### config.mk
export PLATFORM = sky130hd
export DESIGN_NAME = sacl_ctrl
export DESIGN_NICKNAME = d
export VERILOG_FILES = /design/src/rtl/sacl_pkg.sv /design/src/rtl/sacl_ctrl.sv
export SDC_FILE = /design/constraint.sdc
export NUM_CORES = 1
export LEC_CHECK = 0
export ABC_CLOCK_PERIOD_IN_PS = 1800
export BUFFER_PORTS_ARGS = -buffer_cell sky130_fd_sc_hd__buf_2
export CAP_MARGIN = 20
export CORE_AREA = 3 3 40 42
export CTS_CLUSTER_SIZE = 25
export DETAILED_ROUTE_END_ITERATION = 16
export DIE_AREA = 0 0 43 45
export GPL_TIMING_DRIVEN = 1
export PLACE_DENSITY = 0.47
export SKIP_CTS_REPAIR_TIMING = 1
export SLEW_MARGIN = 20
export SYNTH_ARGS = -nofsm -noshare
export SYNTH_HDL_FRONTEND = slang
export SYNTH_SLANG_ARGS = --single-unit
export TNS_END_PERCENT = 30
### constraint.sdc
create_clock -name clk -period 1.8 [get_ports clk]
set_input_delay 0.09 -clock clk [delete_from_list [all_inputs] [get_ports clk]]
set_output_delay 0.09 -clock clk [all_outputs]
set_load 0.05 [all_outputs]
### src/rtl/sacl_pkg.sv
// Shared types, codes and constants for the set-associative LRU cache tag store.
package sacl_pkg;

  localparam int ADDR_BITS   = 64;
  localparam int TAG_BITS    = 62;
  localparam int OPC_W       = 2;
  localparam int OUTC_W      = 2;
  localparam int WAYOUT_W    = 3;
  localparam int CNT_BITS    = 32;
  localparam int SIB_W       = 3;
  localparam int OFF_W       = 6;
  localparam int WAYS_W      = 4;
  localparam int CFG_IDX_W   = 2;
  localparam int CFG_DATA_W  = 6;
  localparam int SET_FIELD_W = (1 << SIB_W) - 1;

  localparam int DEF_NUM_SETS   = 64;
  localparam int DEF_MAX_WAYS   = 8;
  localparam int DEF_ADDR_WIDTH = 64;

  localparam logic [OPC_W-1:0] OP_LOAD   = 2'd0;
  localparam logic [OPC_W-1:0] OP_STORE  = 2'd1;
  localparam logic [OPC_W-1:0] OP_MODIFY = 2'd2;

  localparam logic [OUTC_W-1:0] OUT_HIT   = 2'd0;
  localparam logic [OUTC_W-1:0] OUT_FILL  = 2'd1;
  localparam logic [OUTC_W-1:0] OUT_EVICT = 2'd2;

  localparam logic [CFG_IDX_W-1:0] CFG_SET_INDEX_BITS = 2'd0;
  localparam logic [CFG_IDX_W-1:0] CFG_OFFSET_BITS    = 2'd1;
  localparam logic [CFG_IDX_W-1:0] CFG_WAYS_IN_USE    = 2'd2;

  localparam logic [SIB_W-1:0]  RST_SET_INDEX_BITS = 3'd4;
  localparam logic [OFF_W-1:0]  RST_OFFSET_BITS    = 6'd4;
  localparam logic [WAYS_W-1:0] RST_WAYS_IN_USE    = 4'd1;

  typedef struct packed {
    logic [ADDR_BITS-1:0] address;
    logic [OPC_W-1:0]     opcode;
  } access_t;

  typedef struct packed {
    logic [OUTC_W-1:0]   outcome;
    logic [WAYOUT_W-1:0] way_used;
    logic [CNT_BITS-1:0] hit_total;
    logic [CNT_BITS-1:0] miss_total;
    logic [CNT_BITS-1:0] eviction_total;
    logic                last_of_item;
  } result_t;

  typedef struct packed {
    logic clear;
    logic take;
    logic read;
    logic eval;
    logic commit;
  } ctrl_cmd_t;

  typedef struct packed {
    logic clear_last;
    logic out_free;
    logic more;
  } ctrl_status_t;

endpackage

### src/rtl/sacl_ctrl.sv
// Sequencer for the cache tag store: clear pass, read, evaluate, commit.
module sacl_ctrl (
  input  logic                  clk,
  input  logic                  rst,
  input  logic                  access_valid,
  output logic                  access_stall,
  input  sacl_pkg::ctrl_status_t status,
  output sacl_pkg::ctrl_cmd_t    cmd
);
  import sacl_pkg::*;

  localparam logic [2:0] S_CLEAR  = 3'd0;
  localparam logic [2:0] S_IDLE   = 3'd1;
  localparam logic [2:0] S_READ   = 3'd2;
  localparam logic [2:0] S_EVAL   = 3'd3;
  localparam logic [2:0] S_COMMIT = 3'd4;

  logic [2:0] state;
  logic [2:0] state_next;

  always_ff @(posedge clk) begin
    if (rst) begin
      state <= S_CLEAR;
    end else begin
      state <= state_next;
    end
  end

  always_comb begin
    cmd        = '0;
    state_next = state;
    unique case (state)
      S_CLEAR: begin
        cmd.clear = 1'b1;
        if (status.clear_last) begin
          state_next = S_IDLE;
        end
      end
      S_IDLE: begin
        if (access_valid) begin
          cmd.take   = 1'b1;
          state_next = S_READ;
        end
      end
      S_READ: begin
        cmd.read   = 1'b1;
        state_next = S_EVAL;
      end
      S_EVAL: begin
        cmd.eval   = 1'b1;
        state_next = S_COMMIT;
      end
      S_COMMIT: begin
        if (status.out_free) begin
          cmd.commit = 1'b1;
          state_next = status.more ? S_READ : S_IDLE;
        end
      end
      default: begin
        state_next = S_IDLE;
      end
    endcase
  end

  assign access_stall = (state != S_IDLE);

endmodule

==> impl_metrics.prom, run 1 <==
# TYPE chip_impl_metric gauge
chip_impl_metric{name="wl_per_instance",unit="um"} 8.33
chip_impl_info{name="setup_repair_after_global_routing_missed_its_margin",value="no"} 1
chip_impl_info{name="netlist_top_cells_count",value="3 x sky130_fd_sc_hd__dfxtp_1, 3 x sky130_fd_sc_hd__nor2_1, 2 x sky130_fd_sc_hd__inv_1, 2 x sky130_fd_sc_hd__nand2b_1, 2 x sky130_fd_sc_hd__nand3b_1"} 1
chip_impl_metric{name="floorplan.initialDensity",unit="%"} 16.5
chip_impl_metric{name="clockBufferDepth",unit=""} 2
chip_impl_metric{name="postSynth.asyncResetShare",unit="%"} 0
chip_impl_metric{name="final.setup.worst_slack",unit="ns"} 0.417
chip_impl_metric{name="post_route_minimum_period",unit="ns"} 1.38
chip_impl_metric{name="standard_cell_area_after_detailed_placement",unit="sq um"} 278
chip_impl_info{name="timing.critical_path.slowest_stage_cell",value="sky130_fd_sc_hd__dfxtp_1"} 1
chip_impl_metric{name="io_pins",unit=""} 12
chip_impl_metric{name="setup_viol",unit=""} 0
chip_impl_info{name="timing.hold.worst.class",value="in2reg"} 1
chip_impl_metric{name="grt_overflow",unit=""} 0
chip_impl_metric{name="htreeDepth",unit=""} 1
chip_impl_info{name="dominantRegCellSynth",value="sky130_fd_sc_hd__dfxtp_1"} 1
chip_impl_info{name="yosys.area.top_type",value="sky130_fd_sc_hd__dfxtp_1"} 1
chip_impl_metric{name="power_per_cell_area",unit="nW/um^2"} 941
chip_impl_info{name="max_flop_register",value="state"} 1
chip_impl_metric{name="synth_enable_flop_cells",unit=""} 0
chip_impl_info{name="worstReg2RegStart",value="state[2]$_SDFFE_PP0P_"} 1
chip_impl_metric{name="finalNetCount",unit=""} 46
chip_impl_info{name="run_status",value="completed"} 1
chip_impl_metric{name="largest_register_ff_count",unit=""} 3
chip_impl_metric{name="antennaDiodeCount",unit=""} 0
chip_impl_metric{name="finalPower",unit="mW"} 0.286
chip_impl_metric{name="worst_pin_slew",unit="ns"} 0.302
chip_impl_metric{name="whs",unit="ns"} 0.0598
chip_impl_metric{name="final.period_utilization",unit="%"} 76.8
chip_impl_metric{name="worst_clock_skew",unit="ns"} 0.00104
chip_impl_metric{name="all_layer_global_routing_usage",unit="%"} 5.32
chip_impl_metric{name="worst-path-buf-inv",unit=""} 1
chip_impl_metric{name="grt_max_degree",unit=""} 10
chip_impl_metric{name="synth.avg_cell_area",unit="sq um"} 8.46
chip_impl_info{name="reg2reg_to",value="state[1]$_SDFFE_PP0P_"} 1
chip_impl_metric{name="final_design_area_no_fill",unit="sq um"} 304
chip_impl_metric{name="die_w",unit="um"} 43
chip_impl_metric{name="clock_buffers_created_by_tritoncts",unit=""} 3
chip_impl_metric{name="syn_to_final_growth",unit="%"} 43.8
chip_impl_info{name="crit_family",value="flip-flops"} 1
chip_impl_info{name="layout_top_registers",value="state x3"} 1
chip_impl_metric{name="grt_pass1_vias",unit=""} 191
chip_impl_metric{name="worst_r2r_path_depth",unit=""} 3
chip_impl_metric{name="portBuffers",unit=""} 11
chip_impl_metric{name="grt_first_pass_wirelength",unit="um"} 738
chip_impl_info{name="cp-end-kind",value="primary output"} 1
chip_impl_metric{name="coreArea",unit="sq um"} 1280
chip_impl_metric{name="post_synthesis_instance_area",unit="sq um"} 211
chip_impl_metric{name="dr_total_vias",unit=""} 214
chip_impl_metric{name="wp_data_required",unit="ns"} 1.71
chip_impl_info{name="endpoint",value="cmd[3]"} 1
chip_impl_metric{name="fin_util",unit="%"} 23.7
chip_impl_info{name="synth.top_cells.by_area",value="sky130_fd_sc_hd__dfxtp_1 28%, sky130_fd_sc_hd__a221oi_2 7.1%, sky130_fd_sc_hd__nand3b_1 7.1%"} 1
chip_impl_metric{name="nFillCells",unit=""} 142
chip_impl_metric{name="crit_path_max_fanout",unit=""} 7
chip_impl_metric{name="detail_route.iter0.violations",unit=""} 2
chip_impl_info{name="clock-root-buffer",value="sky130_fd_sc_hd__clkbuf_4"} 1
chip_impl_info{name="setup.worst_path.class",value="reg2out"} 1
chip_impl_metric{name="fp.dieArea",unit="sq um"} 1940
chip_impl_metric{name="synth_cell_type_count",unit=""} 18
chip_impl_metric{name="r2r_slack",unit="ns"} 0.77
chip_impl_metric{name="relSlewSlack",unit="%"} 79.8
chip_impl_metric{name="fp.dieH",unit="um"} 45
chip_impl_metric{name="synth_nets",unit=""} 31
chip_impl_metric{name="timing.final.hold_violations",unit=""} 0
chip_impl_metric{name="maximum_clock_rate",unit="MHz"} 723
chip_impl_metric{name="drt-vias-per-instance",unit=""} 3.96
chip_impl_metric{name="timing.setup.tns",unit="ns"} 0
chip_impl_metric{name="static-leakage-power",unit="nW"} 0.155
chip_impl_info{name="setup.worst_path.start",value="state[0]$_SDFFE_PP0P_"} 1
chip_impl_metric{name="post-synth-top-area-fraction",unit="%"} 28.4
chip_impl_metric{name="finalWeightedCongestion",unit=""} 0.701
chip_impl_metric{name="dp_worst_setup_slack",unit="ns"} 0.659
chip_impl_info{name="critical_path.cell_chain",value="nor2b_4 > nand2b_1 > nor2_1 > buf_2"} 1
chip_impl_metric{name="cap_violations",unit=""} 0
chip_impl_metric{name="maxSlewViolCount",unit=""} 0
chip_impl_metric{name="drt_drc_violations_left",unit=""} 0
chip_impl_metric{name="timing.critical_path.slowest_cell_delay",unit="ns"} 0.42
chip_impl_metric{name="dpl.cell_count",unit=""} 50
chip_impl_metric{name="irDropWorstVdd",unit="uV"} 510
chip_impl_metric{name="placementRows",unit=""} 13
chip_impl_metric{name="cts.sink_count",unit=""} 3
chip_impl_metric{name="drtPass1Iterations",unit=""} 2
chip_impl_metric{name="wl",unit="um"} 450
chip_impl_info{name="timing.critical_path.from_type",value="flip-flop"} 1
chip_impl_metric{name="fin_cells",unit=""} 54
chip_impl_metric{name="clk_pin_slew",unit="ns"} 0.04
chip_impl_info{name="cts_tree",value="built"} 1
chip_impl_metric{name="grt_antenna_before_repair",unit=""} 0
chip_impl_metric{name="synth_seq_area_share",unit="%"} 28.4
chip_impl_metric{name="synth.yosys.warnings",unit=""} 0
chip_impl_metric{name="antenna_violating_nets_post_route",unit=""} 0
chip_impl_metric{name="synthesis.instances",unit=""} 25
chip_impl_metric{name="critPathArrivalTime",unit="ns"} 1.29
chip_impl_metric{name="clkLatencyLatePin",unit="ns"} 0.23
chip_impl_metric{name="number_of_synthesized_register_bits",unit=""} 3
chip_impl_metric{name="critical_path_cell_count",unit=""} 4
chip_impl_metric{name="share_of_final_layout_standard_cells_stronger_than_drive_strength_1",unit="%"} 43.6
report_power, final:
| group | total, mW | switching [mW] | internal (mW) | leakage [nW] |
|---|---|---|---|---|
| Clock | 0.115 | 0.0322 | 0.0829 | 0.0150 |
| Combinational | 0.0899 | 0.0607 | 0.0291 | 0.115 |
| Sequential | 0.0812 | 0.00923 | 0.0720 | 0.0246 |
cell type report:
cell class | count | area (sq um) | area share, %
multi-input combinational | 19 | 136 | 44.9
sequential | 3 | 60.1 | 19.8
timing repair buffer | 11 | 55.1 | 18.1
clock buffer | 4 | 26.3 | 8.64
tap | 15 | 18.8 | 6.17
inverter | 2 | 7.51 | 2.47
worst min-delay path by stage:
| stage | start | to | depth (start not counted) |
|---|---|---|---|
| after floorplan | rst | state[2]$_SDFFE_PP0P_ | 1 |
| after global placement | rst | state[2]$_SDFFE_PP0P_ | 2 |
| after detailed placement | rst | state[2]$_SDFFE_PP0P_ | 2 |
| after CTS | rst | state[1]$_SDFFE_PP0P_ | 2 |
| after global routing | rst | state[2]$_SDFFE_PP0P_ | 2 |
| final | rst | state[1]$_SDFFE_PP0P_ | 2 |
routing by layer:
layer | track usage, % | share of wire, % | up-vias
li1 | - | - | 118
met1 | 6.49 | 50 | 86
met2 | 7.49 | 40 | 10
met3 | 3.59 | 9.6 | 0
met4 | 1.81 | 0 | 0
met5 | 0 | 0 | -
cells in the final DEF (no fill, tap or decap), types with 2 or more instances in the layout:
cell	netlist	routed
sky130_fd_sc_hd__buf_2	0	11
sky130_fd_sc_hd__nor2_1	3	3
sky130_fd_sc_hd__clkbuf_4	0	3
sky130_fd_sc_hd__dfxtp_1	3	3
sky130_fd_sc_hd__nand2b_1	2	2
sky130_fd_sc_hd__inv_1	2	2
sky130_fd_sc_hd__nand3b_1	2	2
kinds of logic (layout without fill, tap and decap cells):
family | after synthesis | count (layout) | share of synthesized area, %
compound gates | 5 | 5 | 21.3
simple gates | 14 | 14 | 43.2
buf+inv | 3 | 17 | 7.10
flops | 3 | 3 | 28.4
worst reg2reg max path: cells and delay by family (launching register included):
family / cells / cell delay, ns
AOI/OAI and AO/OA: 1 / 0.29
DFF: 1 / 0.48
and+or+nand+nor: 2 / 0.14
No activity file was read; power rests on OpenSTA's default activity.
==> run 2, diff against run 1 <==
--- a/config.mk
+++ b/config.mk
@@ -5,7 +5,7 @@
 export SDC_FILE = /design/constraint.sdc
 export NUM_CORES = 1
 export LEC_CHECK = 0
-export ABC_CLOCK_PERIOD_IN_PS = 1800
+export ABC_CLOCK_PERIOD_IN_PS = 1300
 export BUFFER_PORTS_ARGS = -buffer_cell sky130_fd_sc_hd__buf_2
 export CAP_MARGIN = 20
 export CORE_AREA = 3 3 40 42
==> constraint.sdc (replaced) <==
create_clock -name clk -period 1.3 [get_ports clk]
set_input_delay 0.065 -clock clk [delete_from_list [all_inputs] [get_ports clk]]
set_output_delay 0.065 -clock clk [all_outputs]
set_load 0.05 [all_outputs]
==> impl_metrics.prom, run 2 (synthesis results as in run 1) <==
# TYPE chip_impl_metric gauge
chip_impl_metric{name="grt_first_pass_wirelength",unit="um"} 917
chip_impl_metric{name="cap_violations",unit=""} 0
chip_impl_metric{name="final.setup.worst_slack",unit="ns"} 0.0714
chip_impl_metric{name="fp.dieH",unit="um"} 45
chip_impl_metric{name="grt_pass1_vias",unit=""} 212
chip_impl_metric{name="worst_pin_slew",unit="ns"} 0.251
chip_impl_metric{name="whs",unit="ns"} 0.0270
chip_impl_metric{name="dr_total_vias",unit=""} 221
chip_impl_metric{name="coreArea",unit="sq um"} 1280
chip_impl_info{name="final_common_cell",value="sky130_fd_sc_hd__buf_2"} 1
chip_impl_info{name="cts_tree",value="built"} 1
chip_impl_metric{name="setup_viol",unit=""} 0
chip_impl_metric{name="portBuffers",unit=""} 11
chip_impl_metric{name="wl",unit="um"} 504
chip_impl_metric{name="grt_antenna_before_repair",unit=""} 0
chip_impl_metric{name="largest_register_ff_count",unit=""} 3
chip_impl_metric{name="clk_pin_slew",unit="ns"} 0.04
chip_impl_info{name="layout.cells.most_common_list",value="7 x sky130_fd_sc_hd__buf_2, 5 x sky130_fd_sc_hd__clkbuf_4"} 1
chip_impl_metric{name="drt_drc_violations_left",unit=""} 0
chip_impl_info{name="max_flop_register",value="state"} 1
chip_impl_metric{name="fp.dieArea",unit="sq um"} 1940
chip_impl_info{name="run_status",value="completed"} 1
chip_impl_info{name="cp-end-kind",value="primary output"} 1
chip_impl_metric{name="standard_cell_area_after_detailed_placement",unit="sq um"} 285
chip_impl_metric{name="clock_buffers_created_by_tritoncts",unit=""} 3
chip_impl_metric{name="antennaDiodeCount",unit=""} 0
chip_impl_metric{name="seq_area",unit="sq um"} 66.3
chip_impl_metric{name="wl_per_instance",unit="um"} 9.16
chip_impl_metric{name="crit_path_max_fanout",unit=""} 8
chip_impl_metric{name="timing.final.hold_violations",unit=""} 0
chip_impl_metric{name="share_of_final_layout_standard_cells_stronger_than_drive_strength_1",unit="%"} 57.5
chip_impl_metric{name="clockBufferDepth",unit=""} 2
chip_impl_metric{name="finalNetCount",unit=""} 47
chip_impl_metric{name="detail_route.iter0.violations",unit=""} 2
chip_impl_metric{name="syn_to_final_growth",unit="%"} 60.4
chip_impl_metric{name="maximum_clock_rate",unit="MHz"} 814
chip_impl_metric{name="all_layer_global_routing_usage",unit="%"} 6.83
chip_impl_metric{name="drt-vias-per-instance",unit=""} 4.02
chip_impl_metric{name="worst_clock_skew",unit="ns"} 0.00124
chip_impl_metric{name="wp_data_required",unit="ns"} 1.24
chip_impl_metric{name="grt_overflow",unit=""} 0
chip_impl_metric{name="power_per_cell_area",unit="nW/um^2"} 1210
chip_impl_metric{name="cts.sink_count",unit=""} 3
chip_impl_info{name="layout_top_registers",value="state x3"} 1
chip_impl_info{name="setup.worst_path.class",value="reg2out"} 1
chip_impl_metric{name="static-leakage-power",unit="nW"} 0.164
chip_impl_info{name="timing.hold.worst.class",value="in2reg"} 1
chip_impl_metric{name="clkLatencyLatePin",unit="ns"} 0.23
chip_impl_metric{name="min_delay_path_depth",unit=""} 2
chip_impl_metric{name="post_route_minimum_period",unit="ns"} 1.23
chip_impl_metric{name="finalWeightedCongestion",unit=""} 0.650
chip_impl_info{name="timing.critical_path.from_type",value="flip-flop"} 1
chip_impl_metric{name="final.period_utilization",unit="%"} 94.5
chip_impl_metric{name="htreeDepth",unit=""} 1
chip_impl_info{name="clock-root-buffer",value="sky130_fd_sc_hd__clkbuf_4"} 1
chip_impl_metric{name="drtPass1Iterations",unit=""} 2
chip_impl_metric{name="final_design_area_no_fill",unit="sq um"} 339
chip_impl_metric{name="antenna_violating_nets_post_route",unit=""} 0
chip_impl_metric{name="worst_r2r_path_depth",unit=""} 4
chip_impl_metric{name="maxSlewViolCount",unit=""} 0
chip_impl_metric{name="dp_worst_setup_slack",unit="ns"} 0.156
chip_impl_metric{name="area_of_the_multi_input_gates",unit="sq um"} 144
chip_impl_metric{name="io_pins",unit=""} 12
chip_impl_metric{name="die_w",unit="um"} 43
chip_impl_metric{name="floorplan.initialDensity",unit="%"} 16.5
chip_impl_metric{name="grt_max_degree",unit=""} 10
chip_impl_metric{name="nFillCells",unit=""} 144
chip_impl_metric{name="relSlewSlack",unit="%"} 83.4
chip_impl_metric{name="irDropWorstVdd",unit="uV"} 446
chip_impl_info{name="setup_repair_after_global_routing_missed_its_margin",value="yes"} 1
chip_impl_metric{name="placementRows",unit=""} 13
chip_impl_metric{name="critPathArrivalTime",unit="ns"} 1.16
==> run 2: where the power goes <==
part           leakage, nW  total, mW  internal, mW  switching [mW]
clock               0.0150      0.158         0.115          0.0437
combinational        0.123      0.138        0.0503          0.0876
sequential          0.0261      0.115         0.101          0.0136
==> run 2: layout make-up <==
class | instances | area share [%]
sequential | 3 | 19.6
timing repair buffer | 12 | 22.5
inverter | 2 | 2.21
tap | 15 | 5.54
clock buffer | 4 | 7.75
multi-input combinational | 19 | 42.4
==> run 2: per-layer routing <==
| metal | vias to the layer above | GRT usage, % | share of wire, % |
|---|---|---|---|
| met3 | 0 | 5.58 | 17 |
| li1 | 119 | - | - |
| met4 | 0 | 3.61 | 0 |
| met1 | 88 | 8.92 | 51 |
| met5 | - | 0 | 0 |
| met2 | 14 | 7.49 | 31 |
==> run 2: worst max-delay path: stages, from the launching register on <==
cell and delay [ns]:
sky130_fd_sc_hd__dfxtp_2 0.35, sky130_fd_sc_hd__nor2_1 0.18, sky130_fd_sc_hd__and3_1 0.19, sky130_fd_sc_hd__clkbuf_4 0.22
==> run 2: worst paths after layout <==
| path | from | to | slack [ns] |
|---|---|---|---|
| max | state[1]$_SDFFE_PP0P_ | cmd[0] | 0.07 |
| min | rst | state[0]$_SDFFE_PP0P_ | 0.03 |
| max reg2reg | state[0]$_SDFFE_PP0P_ | state[1]$_SDFFE_PP0P_ | 0.24 |
| min reg2reg | state[2]$_SDFFE_PP0P_ | state[2]$_SDFFE_PP0P_ | 0.56 |
==> run 2: metrics by stage <==
stage                     power [mW]  utilization (%)  setup TNS (ns)  cells
after global placement         0.242             22.2               0     50
after CTS                      0.408             24.2          -0.179     54
final                          0.411             26.4               0     55
after global routing           0.449             26.4        -0.00251     55
after floorplan                0.211                -          -0.541     25
after detailed placement       0.242             22.2               0     50
==> run 3, diff against run 2 <==
--- a/config.mk
+++ b/config.mk
@@ -5,7 +5,7 @@
 export SDC_FILE = /design/constraint.sdc
 export NUM_CORES = 1
 export LEC_CHECK = 0
-export ABC_CLOCK_PERIOD_IN_PS = 1300
+export ABC_CLOCK_PERIOD_IN_PS = 1600
 export BUFFER_PORTS_ARGS = -buffer_cell sky130_fd_sc_hd__buf_2
 export CAP_MARGIN = 20
 export CORE_AREA = 3 3 40 42
==> constraint.sdc (replaced) <==
create_clock -name clk -period 1.6 [get_ports clk]
set_input_delay 0.08 -clock clk [delete_from_list [all_inputs] [get_ports clk]]
set_output_delay 0.08 -clock clk [all_outputs]
set_load 0.05 [all_outputs]
==> impl_metrics.prom, run 3 (synthesis results as in run 1) <==
# TYPE chip_impl_metric gauge
chip_impl_metric{name="all_layer_global_routing_usage",unit="%"} 6.66
chip_impl_metric{name="met2_wirelength",unit="um"} 140
chip_impl_metric{name="detail_route.iter0.violations",unit=""} 6
chip_impl_info{name="final_common_cell",value="sky130_fd_sc_hd__buf_2"} 1
chip_impl_metric{name="worst-path-buf-inv",unit=""} 1
chip_impl_metric{name="nFillCells",unit=""} 140
chip_impl_metric{name="wl_per_instance",unit="um"} 9.09
chip_impl_info{name="timing.critical_path.slowest_stage_cell",value="sky130_fd_sc_hd__dfxtp_1"} 1
chip_impl_metric{name="final.period_utilization",unit="%"} 86.7
chip_impl_metric{name="timing.setup.tns",unit="ns"} 0
chip_impl_metric{name="static-leakage-power",unit="nW"} 0.154
chip_impl_metric{name="post_route_minimum_period",unit="ns"} 1.39
chip_impl_info{name="reg2reg_to",value="state[1]$_SDFFE_PP0P_"} 1
chip_impl_info{name="crit_family",value="flip-flops"} 1
chip_impl_metric{name="cts.sink_count",unit=""} 3
chip_impl_metric{name="die_w",unit="um"} 43
chip_impl_metric{name="power_per_cell_area",unit="nW/um^2"} 1060
chip_impl_metric{name="critPathArrivalTime",unit="ns"} 1.31
chip_impl_info{name="layout.cells.most_common_list",value="11 x sky130_fd_sc_hd__buf_2, 3 x sky130_fd_sc_hd__clkbuf_4, 3 x sky130_fd_sc_hd__dfxtp_1"} 1
chip_impl_info{name="setup_repair_after_global_routing_missed_its_margin",value="no"} 1
chip_impl_info{name="clock-root-buffer",value="sky130_fd_sc_hd__clkbuf_4"} 1
chip_impl_info{name="setup.worst_path.class",value="reg2out"} 1
chip_impl_info{name="critical_path.cell_chain",value="nor2b_4 > nand2b_1 > nor2_2 > buf_2"} 1
chip_impl_metric{name="final_design_area_no_fill",unit="sq um"} 307
chip_impl_info{name="setup.worst_path.start",value="state[0]$_SDFFE_PP0P_"} 1
chip_impl_metric{name="floorplan.initialDensity",unit="%"} 16.5
chip_impl_metric{name="cap_violations",unit=""} 0
chip_impl_metric{name="worst_pin_slew",unit="ns"} 0.325
chip_impl_metric{name="standard_cell_area_after_detailed_placement",unit="sq um"} 280
chip_impl_info{name="min_from",value="rst"} 1
chip_impl_metric{name="wl_met1",unit="um"} 273
chip_impl_metric{name="grt_antenna_before_repair",unit=""} 0
chip_impl_info{name="run_status",value="completed"} 1
chip_impl_metric{name="finalWeightedCongestion",unit=""} 0.672
chip_impl_metric{name="wp_data_required",unit="ns"} 1.52
chip_impl_metric{name="finalNetCount",unit=""} 46
chip_impl_metric{name="timing.final.hold_violations",unit=""} 0
chip_impl_metric{name="maximum_clock_rate",unit="MHz"} 721
chip_impl_metric{name="fp.dieArea",unit="sq um"} 1940
chip_impl_metric{name="maxSlewViolCount",unit=""} 0
chip_impl_metric{name="largest_register_ff_count",unit=""} 3
chip_impl_metric{name="htreeDepth",unit=""} 1
chip_impl_metric{name="drt_drc_violations_left",unit=""} 0
chip_impl_metric{name="drtPass1Iterations",unit=""} 3
chip_impl_metric{name="clk_pin_slew",unit="ns"} 0.04
chip_impl_metric{name="io_pins",unit=""} 12
chip_impl_metric{name="portBuffers",unit=""} 11
chip_impl_metric{name="grt_overflow",unit=""} 0
chip_impl_metric{name="clockBufferDepth",unit=""} 2
chip_impl_metric{name="syn_to_final_growth",unit="%"} 45.0
chip_impl_metric{name="fp.dieH",unit="um"} 45
chip_impl_metric{name="coreArea",unit="sq um"} 1280
chip_impl_metric{name="placementRows",unit=""} 13
chip_impl_metric{name="antennaDiodeCount",unit=""} 0
chip_impl_metric{name="dr_total_vias",unit=""} 211
chip_impl_metric{name="crit_path_max_fanout",unit=""} 7
chip_impl_metric{name="final.setup.worst_slack",unit="ns"} 0.213
chip_impl_metric{name="timing.critical_path.slowest_cell_delay",unit="ns"} 0.43
chip_impl_info{name="max_flop_register",value="state"} 1
chip_impl_metric{name="antenna_violating_nets_post_route",unit=""} 0
chip_impl_info{name="endpoint",value="cmd[3]"} 1
chip_impl_info{name="timing.hold.worst.class",value="in2reg"} 1
chip_impl_metric{name="critical_path_cell_count",unit=""} 4
chip_impl_metric{name="r2r_slack",unit="ns"} 0.56
chip_impl_info{name="topRoutingLayerUsed",value="met3"} 1
chip_impl_metric{name="clkLatencyLatePin",unit="ns"} 0.23
chip_impl_metric{name="worst_clock_skew",unit="ns"} 0.00398
chip_impl_metric{name="dp_worst_setup_slack",unit="ns"} 0.458
chip_impl_info{name="layout_top_registers",value="state x3"} 1
chip_impl_metric{name="fin_util",unit="%"} 23.9
chip_impl_metric{name="grt_pass1_vias",unit=""} 214
chip_impl_metric{name="wl",unit="um"} 491
chip_impl_metric{name="clock_buffers_created_by_tritoncts",unit=""} 3
chip_impl_metric{name="grt_first_pass_wirelength",unit="um"} 938
chip_impl_metric{name="routed-wl-met3",unit="um"} 78
chip_impl_metric{name="relSlewSlack",unit="%"} 78.3
chip_impl_metric{name="setup_viol",unit=""} 0
chip_impl_metric{name="share_of_final_layout_standard_cells_stronger_than_drive_strength_1",unit="%"} 46.2
chip_impl_metric{name="drt-vias-per-instance",unit=""} 3.91
chip_impl_metric{name="irDropWorstVdd",unit="uV"} 648
chip_impl_info{name="cp-end-kind",value="primary output"} 1
chip_impl_info{name="cts_tree",value="built"} 1
chip_impl_metric{name="worst_r2r_path_depth",unit=""} 3
chip_impl_metric{name="grt_max_degree",unit=""} 10
chip_impl_info{name="timing.critical_path.from_type",value="flip-flop"} 1
chip_impl_info{name="worstReg2RegStart",value="state[2]$_SDFFE_PP0P_"} 1
-- run 3: worst min path at each step --
| stage | cells past startpoint | endpoint | slack [ns] |
|---|---|---|---|
| floorplan | 1 | state[2]$_SDFFE_PP0P_ | 0.15 |
| global placement | 2 | state[1]$_SDFFE_PP0P_ | 0.29 |
| detailed placement | 2 | state[1]$_SDFFE_PP0P_ | 0.29 |
| CTS | 2 | state[1]$_SDFFE_PP0P_ | 0.05 |
| global route | 2 | state[1]$_SDFFE_PP0P_ | 0.05 |
| finish | 2 | state[1]$_SDFFE_PP0P_ | 0.05 |
-- run 3: layout make-up --
cell class                      instances  area, sq um  share of cell area [%]
Sequential cell                         3         60.1                    19.6
Multi-Input combinational cell         19          139                    45.3
Inverter                                2         7.51                    2.45
Timing Repair Buffer                   11         55.1                    18.0
Clock buffer                            4         26.3                    8.57
Tap cell                               15         18.8                    6.12
-- run 3: power by group --
| group | total (mW) | switching, mW | leakage [nW] | internal (mW) |
|---|---|---|---|---|
| Clock | 0.130 | 0.0368 | 0.0150 | 0.0933 |
| Combinational | 0.103 | 0.0698 | 0.115 | 0.0330 |
| Sequential | 0.0914 | 0.0104 | 0.0246 | 0.0810 |
-- run 3: through the flow --
step                std cells  power, mW  hold WS [ns]
floorplan                  25      0.170         0.149
global placement           50      0.196         0.290
detailed placement         50      0.195         0.288
CTS                        54      0.329        0.0466
global route               54      0.352        0.0507
finish                     54      0.324        0.0512
-- run 3: per-layer routing --
layer	global-route usage [%]	vias up
met4	1.81	0
met1	8.65	81
li1	-	116
met3	5.58	0
met5	0	-
met2	8.08	14
